[src/vphd_pkg.sv]
// shared types and constants of the valve peak-and-hold driver
`default_nettype none

package vphd_pkg;

    localparam int ZONES  = 6;
    localparam int ZONE_W = (ZONES > 1) ? $clog2(ZONES) : 1;
    localparam int CNT_W  = $clog2(ZONES + 1);

    localparam logic [7:0]  FULL_DUTY  = 8'd255;
    localparam logic [15:0] PULL_RESET = 16'd200;
    localparam logic [6:0]  HOLD_RESET = 7'd50;

    // divide by 100 as multiply by ceil(2^22 / 100) then shift by 22
    localparam logic [15:0] HOLD_RECIP = 16'd41944;
    localparam int          HOLD_SHIFT = 22;

    // configuration register indexes
    localparam logic CFG_PULL_IN = 1'b0;
    localparam logic CFG_HOLD    = 1'b1;

    typedef enum logic [1:0] {
        MODE_SET   = 2'd0,
        MODE_CLOSE = 2'd1,
        MODE_TICK  = 2'd2,
        MODE_QUERY = 2'd3
    } t_mode;

    typedef enum logic [2:0] {
        ST_IDLE,
        ST_ZONE,
        ST_CLEAR,
        ST_SCAN,
        ST_FLUSH
    } t_state;

    typedef logic [ZONE_W-1:0] t_zidx;
    typedef logic [CNT_W-1:0]  t_cnt;
    typedef logic [2:0]        t_chan;

    // one entry of the zone state memory
    typedef struct packed {
        logic        open;
        logic [31:0] stamp;
    } t_entry;

    // one result word
    typedef struct packed {
        logic       strobe;
        logic       ok;
        logic       zone_open;
        logic       write_valid;
        t_chan      channel;
        logic [7:0] duty;
        logic       last;
    } t_result;

endpackage

`default_nettype wire

[src/vphd_ram.sv]
// generic single-port-write, single-port-read ram with registered read
`default_nettype none

module vphd_ram #(
    parameter int WIDTH = 8,
    parameter int DEPTH = 8,
    localparam int AW   = (DEPTH > 1) ? $clog2(DEPTH) : 1
) (
    input  wire logic             i_clk,
    input  wire logic             i_we,
    input  wire logic [AW-1:0]    i_waddr,
    input  wire logic [WIDTH-1:0] i_wdata,
    input  wire logic [AW-1:0]    i_raddr,
    output logic      [WIDTH-1:0] o_rdata
);

    logic [WIDTH-1:0] r_mem [DEPTH];
    logic [WIDTH-1:0] r_rdata;

    always_ff @(posedge i_clk) begin
        if (i_we) begin
            r_mem[i_waddr] <= i_wdata;
        end
        r_rdata <= r_mem[i_raddr];
    end

    assign o_rdata = r_rdata;

endmodule

`default_nettype wire

[src/vphd_hold.sv]
// hold duty scaler: hold_percent * 255 / 100, saturated at full duty
`default_nettype none

module vphd_hold
    import vphd_pkg::*;
(
    input  wire logic       i_clk,
    input  wire logic [6:0] i_hold_pct,
    output logic      [7:0] o_hold_duty
);

    logic [14:0] w_scaled;
    logic [30:0] w_prod;
    logic [8:0]  w_quot;
    logic [7:0]  r_duty;

    // p * 255 as p * 256 - p
    assign w_scaled = {i_hold_pct, 8'b0} - {8'b0, i_hold_pct};
    assign w_prod   = {16'b0, w_scaled} * {15'b0, HOLD_RECIP};
    assign w_quot   = w_prod[HOLD_SHIFT +: 9];

    // one register stage: a new percentage shows up the cycle after it is written
    always_ff @(posedge i_clk) begin
        r_duty <= w_quot[8] ? FULL_DUTY : w_quot[7:0];
    end

    assign o_hold_duty = r_duty;

endmodule

`default_nettype wire

[src/valve_peak_hold_driver.sv]
// top level of the valve peak-and-hold driver: command sequencer around the zone state ram
//
//  port group   direction  handshake                payload
//  command      in         start & !busy            i_mode, i_zone_id, i_open_request,
//                                                   i_now_ms
//  result       out        o_strobe, one cycle      o_ok, o_zone_open, o_write_valid,
//                          no stall                 o_channel, o_duty, o_last
//  config       in         i_cfg_we                 i_cfg_idx, i_cfg_data
//
//  set or query of a valid zone: ram read, then the result; a set that changes the zone writes back
//  set or query of an invalid zone: result the next cycle, busy stays low
//  close all: one zero-duty word per zone; tick: a scan of every zone, then a flush word
//  the single read port of the state ram, one zone per cycle, sets the walk length
//  reset clears per-zone valid bits at once, an unwritten zone reads as closed
//  the receiver cannot stall: every result word is shown for exactly one cycle
`default_nettype none

module valve_peak_hold_driver
    import vphd_pkg::*;
(
    input  wire logic        i_clk,
    input  wire logic        i_rst_n,
    // command
    input  wire logic        start,
    output logic             busy,
    input  wire logic [1:0]  i_mode,
    input  wire logic [3:0]  i_zone_id,
    input  wire logic        i_open_request,
    input  wire logic [31:0] i_now_ms,
    // result
    output logic             o_strobe,
    output logic             o_ok,
    output logic             o_zone_open,
    output logic             o_write_valid,
    output logic [2:0]       o_channel,
    output logic [7:0]       o_duty,
    output logic             o_last,
    // configuration
    input  wire logic        i_cfg_we,
    input  wire logic        i_cfg_idx,
    input  wire logic [15:0] i_cfg_data
);

    // configuration registers
    logic [15:0] r_pull_in;
    logic [6:0]  r_hold_pct;
    logic [7:0]  w_hold_duty;

    // sequencer state
    t_state      r_state, n_state;
    t_cnt        r_cnt, n_cnt;
    t_zidx       r_evidx, n_evidx;
    logic        r_pend, n_pend;
    t_zidx       r_pidx, n_pidx;
    logic [ZONES-1:0] r_valid, n_valid;
    t_result     r_res, n_res;

    // latched command word
    t_mode       r_mode;
    t_zidx       r_idx;
    logic        r_req;
    logic [31:0] r_now;

    // ram port
    logic        w_we;
    t_zidx       w_waddr;
    t_entry      w_wdata;
    t_zidx       w_raddr;
    t_entry      w_rdata;

    // decode of the incoming command
    logic        w_accept;
    logic        w_in_valid;
    t_zidx       w_in_idx;
    logic        w_cur_open;
    logic        w_due;
    logic [31:0] w_elapsed;

    assign busy       = (r_state != ST_IDLE);
    assign w_accept   = start && !busy;
    assign w_in_valid = (i_zone_id != 4'd0) && (i_zone_id <= 4'(ZONES));
    assign w_in_idx   = t_zidx'(i_zone_id - 4'd1);

    // a zone never written since reset or close-all reads as closed
    assign w_cur_open = r_valid[r_idx] && w_rdata.open;
    assign w_elapsed  = r_now - w_rdata.stamp;
    assign w_due      = r_valid[r_evidx] && w_rdata.open && (w_elapsed >= {16'b0, r_pull_in});

    vphd_ram #(
        .WIDTH ($bits(t_entry)),
        .DEPTH (ZONES)
    ) u_state_ram (
        .i_clk   (i_clk),
        .i_we    (w_we),
        .i_waddr (w_waddr),
        .i_wdata (w_wdata),
        .i_raddr (w_raddr),
        .o_rdata (w_rdata)
    );

    vphd_hold u_hold (
        .i_clk       (i_clk),
        .i_hold_pct  (r_hold_pct),
        .o_hold_duty (w_hold_duty)
    );

    // configuration writes
    always_ff @(posedge i_clk) begin
        if (!i_rst_n) begin
            r_pull_in  <= PULL_RESET;
            r_hold_pct <= HOLD_RESET;
        end else if (i_cfg_we) begin
            unique case (i_cfg_idx)
                CFG_PULL_IN: r_pull_in  <= i_cfg_data;
                CFG_HOLD:    r_hold_pct <= i_cfg_data[6:0];
                default:     r_pull_in  <= r_pull_in;
            endcase
        end
    end

    // control registers
    always_ff @(posedge i_clk) begin
        if (!i_rst_n) begin
            r_state <= ST_IDLE;
            r_cnt   <= '0;
            r_evidx <= '0;
            r_pend  <= 1'b0;
            r_pidx  <= '0;
            r_valid <= '0;
            r_res   <= '0;
        end else begin
            r_state <= n_state;
            r_cnt   <= n_cnt;
            r_evidx <= n_evidx;
            r_pend  <= n_pend;
            r_pidx  <= n_pidx;
            r_valid <= n_valid;
            r_res   <= n_res;
        end
    end

    // command word latch, payload only
    always_ff @(posedge i_clk) begin
        if (w_accept) begin
            r_mode <= t_mode'(i_mode);
            r_idx  <= w_in_idx;
            r_req  <= i_open_request;
            r_now  <= i_now_ms;
        end
    end

    always_comb begin
        n_state = r_state;
        n_cnt   = r_cnt;
        n_evidx = r_evidx;
        n_pend  = r_pend;
        n_pidx  = r_pidx;
        n_valid = r_valid;
        n_res   = '0;
        w_we    = 1'b0;
        w_waddr = r_idx;
        w_wdata = '0;
        w_raddr = r_cnt[ZONE_W-1:0];

        unique case (r_state)
            ST_IDLE: begin
                if (w_accept) begin
                    unique case (i_mode) inside
                        MODE_SET, MODE_QUERY: begin
                            if (w_in_valid) begin
                                w_raddr = w_in_idx;
                                n_state = ST_ZONE;
                            end else begin
                                // bad zone id: answer at once, no state change
                                n_res.strobe = 1'b1;
                                n_res.last   = 1'b1;
                            end
                        end
                        MODE_CLOSE: begin
                            n_cnt   = '0;
                            n_state = ST_CLEAR;
                        end
                        MODE_TICK: begin
                            // read zone 0 now, evaluate it next cycle
                            w_raddr = '0;
                            n_cnt   = t_cnt'(1);
                            n_evidx = '0;
                            n_pend  = 1'b0;
                            n_state = ST_SCAN;
                        end
                        default: n_state = ST_IDLE;
                    endcase
                end
            end

            ST_ZONE: begin
                n_res.strobe = 1'b1;
                n_res.ok     = 1'b1;
                n_res.last   = 1'b1;
                if (r_mode == MODE_QUERY) begin
                    n_res.zone_open = w_cur_open;
                end else if (w_cur_open != r_req) begin
                    // open or close: write back new state and record open time
                    w_we             = 1'b1;
                    w_waddr          = r_idx;
                    w_wdata.open     = r_req;
                    w_wdata.stamp    = r_req ? r_now : 32'd0;
                    n_valid[r_idx]   = 1'b1;
                    n_res.write_valid = 1'b1;
                    n_res.channel    = t_chan'(r_idx);
                    n_res.duty       = r_req ? FULL_DUTY : 8'd0;
                end
                n_state = ST_IDLE;
            end

            ST_CLEAR: begin
                // one zone per cycle: zero entry and send zero duty
                w_we                         = 1'b1;
                w_waddr                      = r_cnt[ZONE_W-1:0];
                w_wdata                      = '0;
                n_valid[r_cnt[ZONE_W-1:0]]   = 1'b0;
                n_res.strobe                 = 1'b1;
                n_res.ok                     = 1'b1;
                n_res.write_valid            = 1'b1;
                n_res.channel                = t_chan'(r_cnt[ZONE_W-1:0]);
                if (r_cnt == t_cnt'(ZONES - 1)) begin
                    n_res.last = 1'b1;
                    n_state    = ST_IDLE;
                end else begin
                    n_cnt = r_cnt + t_cnt'(1);
                end
            end

            ST_SCAN: begin
                // read of the next zone overlaps evaluation of the current one
                if (r_cnt < t_cnt'(ZONES - 1)) begin
                    n_cnt = r_cnt + t_cnt'(1);
                end
                if (w_due) begin
                    // a due zone is held back until the next due zone or the flush, so the final word carries last
                    if (r_pend) begin
                        n_res.strobe      = 1'b1;
                        n_res.ok          = 1'b1;
                        n_res.write_valid = 1'b1;
                        n_res.channel     = t_chan'(r_pidx);
                        n_res.duty        = w_hold_duty;
                    end
                    n_pend = 1'b1;
                    n_pidx = r_evidx;
                end
                if (r_evidx == t_zidx'(ZONES - 1)) begin
                    n_state = ST_FLUSH;
                end else begin
                    n_evidx = r_evidx + t_zidx'(1);
                end
            end

            ST_FLUSH: begin
                // last held word, or a bare ok when no zone was due
                n_res.strobe = 1'b1;
                n_res.ok     = 1'b1;
                n_res.last   = 1'b1;
                if (r_pend) begin
                    n_res.write_valid = 1'b1;
                    n_res.channel     = t_chan'(r_pidx);
                    n_res.duty        = w_hold_duty;
                end
                n_pend  = 1'b0;
                n_state = ST_IDLE;
            end

            default: n_state = ST_IDLE;
        endcase
    end

    assign o_strobe      = r_res.strobe;
    assign o_ok          = r_res.ok;
    assign o_zone_open   = r_res.zone_open;
    assign o_write_valid = r_res.write_valid;
    assign o_channel     = r_res.channel;
    assign o_duty        = r_res.duty;
    assign o_last        = r_res.last;

endmodule

`default_nettype wire

[config.mk]
export PLATFORM = sky130hd
export DESIGN_NAME = valve_peak_hold_driver
export DESIGN_NICKNAME = d
export VERILOG_FILES = /design/src/vphd_pkg.sv /design/src/vphd_ram.sv /design/src/vphd_hold.sv /design/src/valve_peak_hold_driver.sv
export SDC_FILE = /design/constraint.sdc
export NUM_CORES = 1
export LEC_CHECK = 0
export ABC_AREA = 1
export BUFFER_PORTS_ARGS = -buffer_cell sky130_fd_sc_hd__buf_2
export CORE_UTILIZATION = 38
export DETAILED_ROUTE_END_ITERATION = 8
export PLACE_DENSITY = 0.52
export SLEW_MARGIN = 20
export SYNTH_ARGS = -nofsm -noshare
export SYNTH_HDL_FRONTEND = slang
export SYNTH_SLANG_ARGS = --single-unit
export TNS_END_PERCENT = 5
[constraint.sdc]
create_clock -name i_clk -period 6.74 [get_ports i_clk]
set_input_delay 1.348 -clock i_clk [delete_from_list [all_inputs] [get_ports i_clk]]
set_output_delay 1.348 -clock i_clk [all_outputs]
set_load 0.1 [all_outputs]
==> impl_metrics.json, run 1 <==
{
  "grt_antenna_before_repair": 0,
  "drtAntennaViolNets": 0,
  "cts_sinks": 335,
  "worst_slew_pin_slew_ns": 0.899,
  "cts-resized-gates": 0,
  "synth_top_area_cell": "edfxtp_1",
  "power_frac_clock_pct": 19.2,
  "area_growth_pct": 12.9,
  "hold_buffers": 0,
  "leakagePower_nw": 10.3,
  "fmax_mhz": 161,
  "ys_types": 59,
  "ys_top_cells_by_area": "edfxtp_1, dfxtp_1, ha_1",
  "place.gp.congestion": 0.892,
  "cp-start-kind": "flip-flop",
  "dieArea_um2": 52700,
  "cts_buffers": 39,
  "peakVddDrop_mv": 0.374,
  "start_util_pct": 38.4,
  "drv_slew": 0,
  "syn-num-nets": 2404,
  "clk_pin_slew_ns": 0.06,
  "switching_power_mw": 5.22,
  "cap_violations": 0,
  "nNetsFinal": 2496,
  "postSynthAreaPerCell_um2": 9.29,
  "path_buf_inv": 10,
  "cpMostUsedCell": "inv_1",
  "dr_total_vias": 14300,
  "yosysSeqAreaShare_pct": 46.1,
  "grt_max_degree": 64,
  "path_max_fanout": 8,
  "clockBufferDepth": 3,
  "cts_tree": "yes",
  "combPwrFrac_pct": 56.8,
  "crit_slowest_cell": "fa_1",
  "fillCellCount": 4984,
  "port_buffers": 76,
  "endpoint_kind": "flip-flop",
  "power.internal_mw": 6.05,
  "path_delay_family": "adder cells",
  "drt_iter0_markers": 787,
  "post_cts_buffers": 0,
  "outcome": "finished, violations left",
  "swShare_pct": 46.3,
  "syn_inst": 2118,
  "synth.top_cell.area_share_pct": 36.0,
  "rrSetupSlack_ns": 0.55,
  "grt_pass1_wl_um": 77400,
  "hpwl_um": 35700,
  "dr.pass1.iters": 9,
  "worst-endpoint-arrival_ns": 6.64,
  "stdcell_area_um2": 22200,
  "grt_overflow": 0,
  "yosys_most_used_dff": "edfxtp_1",
  "hold_violations": 0,
  "drive_above_1_share_pct": 9.59,
  "grt_pass1_vias": 13900,
  "fin_skew_ns": 0.0255,
  "cts.htree.levels": 2,
  "required_ns": 7.19,
  "clk_latency_ns": 0.57,
  "io_pins": 77,
  "place_area_um2": 20900,
  "detail_route.wirelength_um": 48900,
  "slew_headroom_pct": 40.1,
  "core_um2": 51200,
  "synth_commonest_cells": "inv_1, nand2_1, edfxtp_1",
  "pwr_density_cell_nw_per_um2": 507,
  "setup_viol": 0,
  "fin_ws_ns": 0.548,
  "fin_crit_sh_pct": 91.9,
  "vias_per_cell": 4.89,
  "drc": 1,
  "ys_warn_count": 0,
  "seqPwrFrac_pct": 24.1,
  "fp.dieW_um": 230,
  "finalCriticalPeriod_ns": 6.19,
  "antenna_cells": 0,
  "violations": "DRC",
  "grt_usage_pct": 18.7,
  "synth_edf_count": 236,
  "synth_seq_cells": 335,
  "yosys.cell_count.top_type": "inv_1",
  "root_buffer": "clkbuf_16",
  "async_flop_share_pct": 0,
  "rows": 83,
  "wl_per_cell_um": 16.8,
  "slowest_delay_ns": 0.53,
  "dp_slack_ns": 0.426,
  "min_path_type": "reg -> reg",
  "path_class": "reg -> reg",
  "die_h_um": 230,
  "syn_area_um2": 19700,
  "holdWs_ns": 0.451
}
-- area by class of cell --
cell class	count	area, um^2	share of cell area, %
sequential	335	9070	40.8
multi-input combinational	1330	8920	40.2
inverter	410	1540	6.93
clock buffer	54	1090	4.93
tap	680	851	3.83
timing repair buffer	94	515	2.32
clock inverter	18	226	1.02
-- power groups by stage --
stage / Combinational (mW) / Sequential (mW) / Clock [mW]
after detailed placement: 6.39 / 2.75 / 0
after global placement: 6.39 / 2.75 / 0
after global routing: 7.34 / 2.74 / 2.29
after CTS: 6.43 / 2.71 / 2.22
final: 6.39 / 2.71 / 2.16
after floorplan: 4.70 / 2.79 / 0
-- metrics by stage --
stage               instances  utilization, %  total power [mW]  TNS, ns
floorplan                2118               -              7.49        0
global placement         2849            40.8              9.14        0
detailed placement       2849            40.8              9.14        0
CTS                      2921            43.3              11.4        0
global route             2921            43.4              12.4  -0.0208
finish                   2921            43.4              11.3        0
-- cells by family after synthesis --
kind of cell | Yosys count | synth area share [%]
and+or+nand+nor | 748 | 15.9
buffers and inverters | 453 | 9.02
DFF | 335 | 46.1
AOI/OAI and AO/OA | 291 | 8.85
adders and majority gates | 226 | 17.0
muxes | 33 | 1.68
xor gates and xnor gates | 32 | 1.42
-- path summary, 6_finish.rpt --
path                    startpoint               endpoint  depth (start not counted)
min reg2reg  u_hold.o_hold_duty[1]              o_duty[1]                          2
min          u_hold.o_hold_duty[1]              o_duty[1]                          2
max                  r_hold_pct[0]  u_hold.o_hold_duty[4]                         28
max reg2reg          r_hold_pct[0]  u_hold.o_hold_duty[4]                         28
-- worst min-delay path, cell delays in order, from the launching register on --
cell and delay, ns:
dfxtp_1 0.29, nand2_1 0.06, a21oi_1 0.05
-- per-layer routing --
metal	wire length [um]	global-route usage (%)
met5	0	0
met4	869	4.13
met3	2140	2.85
met2	21600	29.0
met1	24300	27.4
-- sequential cells by signal (all words and copies together), names as in the netlist --
signal	flops
r_hold_pct	7
u_state_ram.o_rdata	33
r_mode	2
r_valid	6
r_now	32
r_idx	3
r_pull_in	16
o_write_valid	1
r_pend	1
r_cnt	3
o_strobe	1
r_pidx	3
o_duty	8
u_hold.o_hold_duty	8
r_state	3
u_state_ram.r_mem	198
r_req	1
o_ok	1
o_last	1
o_zone_open	1
r_evidx	3
o_channel	3
-- layout by cell type (no fill, tap or decap), drive strengths merged, types with 3 or more instances in the layout --
cell type    n
or2          3
dfxtp       99
a31oi        7
nand4       16
nand2      394
nor3b        3
o21bai       4
o211ai      10
o21ai      111
nand3       61
fa          68
and2         3
a211oi       6
ha         158
nor4         3
inv        411
a21oi       95
a21o         4
nor3        16
clkinv      14
clkbuf      54
a221oi       4
nor2       243
o32ai       33
nand3b       3
edfxtp     236
xnor2        4
xor2        28
mux2i       33
bufinv       3
buf         94
(Power assumes the default switching activity.)
==> run 2: changes to the inputs <==
Settings changed: CORE_MARGIN set to 2, PLACE_DENSITY 0.52 to not set.
==> impl_metrics.json, run 2 (synthesis results as in run 1) <==
{
  "clockBufferDepth": 3,
  "path_class": "reg -> reg",
  "final_util_pct": 43.3,
  "layout_common_cells": "inv_1, nand2_1, edfxtp_1",
  "cp-start-kind": "flip-flop",
  "leakagePower_nw": 10.3,
  "setup_viol": 0,
  "area_growth_pct": 12.7,
  "vias_per_cell": 4.89,
  "fp.dieW_um": 232,
  "root_buffer": "clkbuf_16",
  "path_max_fanout": 8,
  "min-delay-start": "u_hold.o_hold_duty[3]",
  "drv_slew": 0,
  "slew_headroom_pct": 38.4,
  "switching_power_mw": 5.13,
  "grt_overflow": 0,
  "dr.pass1.iters": 5,
  "rsz0062_at_grt": "no",
  "crit_slowest_cell": "fa_1",
  "worst_slew_pin_slew_ns": 0.922,
  "reg2reg_from": "r_hold_pct[0]",
  "cts.htree.levels": 2,
  "rows": 83,
  "peakVddDrop_mv": 0.433,
  "largest_reg_flops": 198,
  "start_util_pct": 38.4,
  "fin_skew_ns": 0.0277,
  "place.gp.congestion": 0.899,
  "cts-resized-gates": 0,
  "cts_tree": "yes",
  "cpMostUsedCell": "inv_1",
  "hold_violations": 0,
  "drt_iter0_markers": 1077,
  "holdWs_ns": 0.447,
  "die_h_um": 232,
  "grt_pass1_wl_um": 75500,
  "hold_buffers": 0,
  "grt_pass1_vias": 14000,
  "fmax_mhz": 159,
  "drc": 0,
  "post_cts_buffers": 0,
  "grt_max_degree": 67,
  "fin_crit_sh_pct": 93.0,
  "path_delay_family": "adder cells",
  "cts_buffers": 39,
  "nNetsFinal": 2496,
  "required_ns": 7.17,
  "pwr_density_cell_nw_per_um2": 502,
  "seqPwrFrac_pct": 24.4,
  "grt_usage_pct": 17.9,
  "grt_antenna_before_repair": 0,
  "wl_per_cell_um": 16.2,
  "outcome": "complete, no violations",
  "hpwl_um": 33600,
  "drive_above_1_share_pct": 9.46,
  "power_frac_clock_pct": 18.7,
  "io_pins": 77,
  "swShare_pct": 46.0,
  "finalCriticalPeriod_ns": 6.27,
  "port_buffers": 76,
  "path_buf_inv": 10,
  "clk_latency_ns": 0.56,
  "clk_pin_slew_ns": 0.06,
  "power.internal_mw": 6.01,
  "slowest_delay_ns": 0.53,
  "top_register": "u_state_ram.r_mem",
  "cap_violations": 0,
  "detail_route.wirelength_um": 47400,
  "dieArea_um2": 53600,
  "endpoint_kind": "flip-flop",
  "combPwrFrac_pct": 56.9,
  "mostFrequentLayoutCell": "inv_1",
  "dr_total_vias": 14300,
  "drtAntennaViolNets": 0,
  "worst-endpoint-arrival_ns": 6.70,
  "finalPower_mw": 11.1,
  "min_path_type": "reg -> reg",
  "cts_sinks": 335,
  "antenna_cells": 0,
  "core_um2": 51200,
  "crit_start": "r_hold_pct[0]",
  "finalSetupTns_ns": 0
}
run 2: cell count changes in the layout (fill, tap and decap cells not counted), sizes merged:
cell | previous run | this run
clkinvlp | 0 | 4
bufinv | 3 | 2
clkbuf | 54 | 52
inv | 411 | 408
clkinv | 14 | 16
run 2: area by class of cell:
| type | instances | area, um^2 |
|---|---|---|
| Clock buffer | 52 | 1100 |
| Clock inverter | 20 | 171 |
| Fill cell | 4948 | 29000 |
| Inverter | 410 | 1540 |
| Multi-Input combinational cell | 1330 | 8930 |
| Sequential cell | 335 | 9070 |
| Tap cell | 680 | 851 |
| Timing Repair Buffer | 94 | 515 |
run 2: final timing paths:
path | cells past startpoint | endpoint | slack [ns]
worst max-delay path | 28 | u_hold.o_hold_duty[6] | 0.47
worst min-delay path | 2 | o_duty[3] | 0.45
worst max register to register | 28 | u_hold.o_hold_duty[6] | 0.47
worst min register to register | 2 | o_duty[3] | 0.45
run 2: power groups by stage:
stage / Combinational [mW] / Sequential [mW] / Clock [mW]
2_1_floorplan: 4.70 / 2.79 / 0
3_3_place_gp: 6.26 / 2.75 / 0
3_5_place_dp: 6.30 / 2.75 / 0
4_1_cts: 6.35 / 2.71 / 2.14
5_1_grt: 7.26 / 2.74 / 2.22
6_report: 6.34 / 2.71 / 2.08
run 2: per-stage QoR:
stage	instances	worst slack (ns)	instance area, um^2
floorplan	2118	0.755	19700
global placement	2849	0.510	20900
detailed placement	2849	0.379	20900
CTS	2921	0.318	22100
global route	2921	0.000903	22200
finish	2921	0.469	22200
run 2: metal layers:
metal | vias up | track usage [%] | wire [um]
li1 | 7117 | - | -
met2 | 352 | 27.7 | 20800
met1 | 6754 | 26.1 | 23100
met4 | 0 | 4.48 | 838
met5 | - | 0 | 0
met3 | 56 | 3.01 | 2610
run 2: tightest hold or removal path, cell delays in order (launching register included):
cell,delay [ns]
dfxtp_1,0.30
nand2_1,0.06
a21oi_1,0.05
